### src/rtl/wrr_ram.sv
// Generic single-port-write, single-read synchronous RAM with registered read.
`timescale 1ns / 1ps
module wrr_ram #(
  parameter int WIDTH = 8,
  parameter int DEPTH = 16
) (
  input  logic                     clk,
  input  logic                     we,
  input  logic [$clog2(DEPTH)-1:0] waddr,
  input  logic [WIDTH-1:0]         wdata,
  input  logic [$clog2(DEPTH)-1:0] raddr,
  output logic [WIDTH-1:0]         rdata
);
  logic [WIDTH-1:0] mem [DEPTH];

  always_ff @(posedge clk) begin
    if (we) begin
      mem[waddr] <= wdata;
    end
    rdata <= mem[raddr];
  end
endmodule

### config.mk
export PLATFORM = sky130hd
export DESIGN_NAME = wrr_ram
export DESIGN_NICKNAME = d
export VERILOG_FILES = /design/src/rtl/wrr_ram.sv
export SDC_FILE = /design/constraint.sdc
export NUM_CORES = 1
export LEC_CHECK = 0
export BUFFER_PORTS_ARGS = -buffer_cell sky130_fd_sc_hd__buf_2
export CORE_ASPECT_RATIO = 0.5
export CORE_MARGIN = 3
export CORE_UTILIZATION = 63
export CTS_BUF_LIST = sky130_fd_sc_hd__clkbuf_4
export DETAILED_ROUTE_END_ITERATION = 8
export PLACE_DENSITY = 0.93
export SLEW_MARGIN = 20
export SYNTH_ARGS = -nofsm -noshare
export SYNTH_HDL_FRONTEND = slang
export SYNTH_SLANG_ARGS = --single-unit
### constraint.sdc
create_clock -name clk -period 2.2 [get_ports clk]
set_input_delay 0.22 -clock clk [delete_from_list [all_inputs] [get_ports clk]]
set_output_delay 0.22 -clock clk [all_outputs]
set_load 0.1 [all_outputs]
# == Word level (Yosys, flattened, before mapping) ==
# Memory sizes are Yosys's and may differ from the RTL's. A register that Yosys moved wholly into a read port is not among the register bits.
# Index checks and enable logic that the tools add are counted.
# totals
regBits,0
n_memories,1
mem_bits_ro,0
output_inout_bits,8
wordCells,3
ram_bits,128
latch_bits,0
# op_classes
add_sub_neg,0
n_div,0
eq_ne,0
n_bitwise,0
n_reduce_logical,0
n_shift,0
n_lt_le_gt_ge,0
multipliers,0
mux,2
# mem_list
memory,words,width,rd,rd_ports_with_merged_regs,wr,line,source
mem,16,8,1,1,1,14,logic [WIDTH-1:0] mem [DEPTH];
# ops
op,n
two-way mux 1 bit,2

# == Longest topological paths before layout ==
# depth
depth_word,2
ltp_mapped,5
ltp_nobuf,3

# == Worst setup path after synthesis ==
# Ideal clock, no wire load.
# synth_path
path_type,input to register
from,input waddr[2]
to,memory mem[0][0] (enable)
n_path_buf,0
cell_stages,2
slack_ns,0.487
setup_ns,0.383
arrival_ns,1.330
cell_sequence,or3b_2 > nor3_1
# synth_lines
item,line,source
from (decl),9,"input logic [$clog2(DEPTH)-1:0] waddr,"
to (decl),14,
# No word-level cell before the write port.

# == Worst setup path in the final report ==
# layout_path
from,"register rdata[6], read port of mem"
to,output rdata[6]
# layout_lines
item,line,source
from (decl),12,output logic [WIDTH-1:0] rdata
# No word-level cell between the ends.

==> summary.txt <==
Status
  – Status: complete, no violations

Worst setup path
  – Crit path cell chain: buf_2
  – Worst path max stage delay: 0.45 ns
  – Critical Path AT: 1.36 ns
  – Slowest-stage cell, CP: buf_2
  – Worst-path fanout max: 1
  – Required time of the critical path: 1.98 ns
  – Startpoint types: register
  – Top Family by Delay on Critical Path: buffers and inverters
  – Crit Reg-Reg Startpoint: mem[3][5]$_DFFE_PP_
  – Critical Setup Path Class: register to output port
  – Worst Setup End Kind: output port
  – CP Buf/Inv Count: 1
  – Worst setup startpoint: rdata[6]$_DFF_P_

Timing
  – # setup viols final: 0
  – Max Freq: 634 MHz
  – Clock skew: 0.0163 ns
  – Worst slew pin tran: 0.721 ns
  – Final Cycle Share: 71.7%
  – Max Slew Vio Count: 0
  – Worst slew margin: 51.9%
  – Unrepaired setup endpoints after global routing: false
  – Fin crit period: 1.58 ns
  – Fin worst setup slack: 0.623 ns
  – Fin. Hold Viols: 0
  – Setup TNS: 0 ns

Cells and area
  – Final nets: 299
  – Fin util: 75.0%
  – Storage cell area: 4000 um2
  – Fillers: 373
  – Highest-count cells in the layout ignoring fill and taps: 128 x edfxtp_1, 25 x buf_2, 24 x clkbuf_4
  – Finished Layout Cells: 402
  – Multi-input gate area: 1060 um2
  – P&R area growth vs syn: 11.1%
  – Commonest non-fill, non-tap cell in the layout: edfxtp_1
  – Antenna diodes: 0
  – Layout cell share with drive strength beyond 1: 30.3%

Placed design
  – DP Worst Slack: 0.485 ns
  – RD Place Congestion: 0.756
  – Post-DP HPWL: 6740 um
  – IO buf count: 25
  – DP Cell Count: 370

CTS
  – Longest Clk Path Bufs: 2
  – Post-CTS Repair Setup Buffers: 0
  – Root buffer selected by CTS: clkbuf_4
  – H-tree Lvls: 4
  – Worst skew pair latency: 0.52 ns
  – CTS Sinks: 136
  – Num CTS Buffers: 17
  – CTS tree: built
  – CTS clk-pin slew, worst paths: 0.10 ns
  – Post-CTS Resized: 0
  – CTS Hold Buffers Added: 0

Pwr
  – Pwr Total: 4.73 mW
  – Net Switching: 1.09 mW
  – Switching Share: 23.1%
  – Power per cell area: 826 nW/um2
  – Sequential fraction of design power: 61.7%
  – Peak supply drop: 0.348 mV
  – Gate power share: 8.5%
  – Leakage: 1.94 nW
  – Cell internal pwr: 3.64 mW
  – Clock Power Share: 29.8%

Global routing
  – Gr ovfl total: 0
  – Vias in the first global route: 2631
  – First-pass GRT wire length: 16400 um
  – Initial antenna violation count: 0
  – Total Routing Usage GR: 25.0%
  – Largest net degree at the start of global routing: 33

Floorplanning
  – Chip width: 134 um
  – Initial core utilization: 67.5%
  – Core Area: 7620 um2
  – Die H: 69.9 um
  – Site Rows: 22
  – Num ports: 26
  – Full die area: 9360 um2

Routing
  – DRT iter0 DRCs: 482
  – DR DRC count: 0
  – DRT antenna net count: 0
  – Vias: 2707
  – Initial DRT Pass Iterations: 5
  – Vias per cell: 6.73
  – Routed WL: 10600 um
  – Avg WL per Cell: 26.2 um

Flow run
  – MaxCap Viol Count: 0

Yosys
  – Post-synth net total: 247
  – Combinational family with the most area after synthesis: multiplexers
  – XOR/XNOR share of the synthesized area: 0%
  – Syn Area/Cell: 22.5 um2
  – Post-synthesis register bit count: 136
  – Synth warn: 0
  – Mux contribution to synthesized area: 15.0%
  – Synth Cell Area: 5150 um2
  – Count of cell types in the netlist: 19
  – Area fraction in compound gates after synthesis: 2.33%
  – Synth Area in Simple Gates: 3.18%
  – Post-Synth Adder-Cell Area: 0%
  – Post-synthesis sequential area ratio: 77.8%
  – Cells after Synth: 229

Min path
  – Hold crit path type: input port to register
  – Hold path start: wdata[2]
through the flow:
| step | hold slack [ns] | cell area (um2) |
|---|---|---|
| after global placement | 0.595 | 5480 |
| final | 0.0812 | 5720 |
| after floorplan | 0.319 | 5150 |
| after CTS | 0.0572 | 5720 |
| after detailed placement | 0.621 | 5480 |
| after global routing | 0.0480 | 5720 |
cell families after synthesis:
kind of cell           Yosys count
AOI/OAI and AO/OA               16
buffers and inverters           10
DFF                            136
muxes                           32
and+or+nand+nor                 35
metal layers:
layer  wire length [um]  track usage [%]  share of wire (%)  up-vias
met3               1250             8.49                 12       40
met1               4080             35.9                 39     1351
met4                353             8.32                3.3        0
li1                   -                -                  -     1087
met2               4870             36.8                 46      229
met5                  0                0                  0        -
area by class of cell:
type	count	area share (%)
clock buffer	24	3.15
clock inverter	8	1.03
sequential	136	70.0
tap	108	2.36
timing repair buffer	43	4.99
multi-input combinational	83	18.5
path summary, 6_finish.rpt:
| path | slack (ns) | end | depth (start not counted) |
|---|---|---|---|
| max reg2reg | 0.69 | rdata[5]$_DFF_P_ | 3 |
| min | 0.08 | mem[15][2]$_DFFE_PP_ | 1 |
| max | 0.62 | rdata[6] | 1 |
| min reg2reg | 0.69 | rdata[1]$_DFF_P_ | 3 |
state kept, by name, summed over array words and instances (netlist names):
register	count
rdata	8
mem	128
Yosys cell counts:
library cell     number  area (um2)
a22oi_1              16         120
and2_1                1        6.26
and2b_1               1        7.51
buf_2                 3        15.0
buf_4                 1        7.51
buf_6                 3        33.8
clkdlybuf4s25_2       3        30.0
dfxtp_1               8         160
edfxtp_1            128        3840
mux4_1               14         368
mux4_2               18         405
nand2_1               9        33.8
nand2b_1              2        12.5
nand3_1               1        5.00
nand3b_1              2        15.0
nor2_1               13        48.8
nor2b_1               1        6.26
nor3_1                4        20.0
or3b_2                1        8.76
power groups by stage:
stage / Sequential (mW) / Clock [mW] / Combinational [mW]
after floorplan: 3.09 / 0 / 0.147
after global placement: 2.97 / 0 / 0.376
after detailed placement: 2.97 / 0 / 0.393
after CTS: 2.92 / 1.43 / 0.395
after global routing: 2.92 / 1.54 / 0.417
final: 2.92 / 1.41 / 0.400
Note: power is estimated with default switching activity, not from simulation.
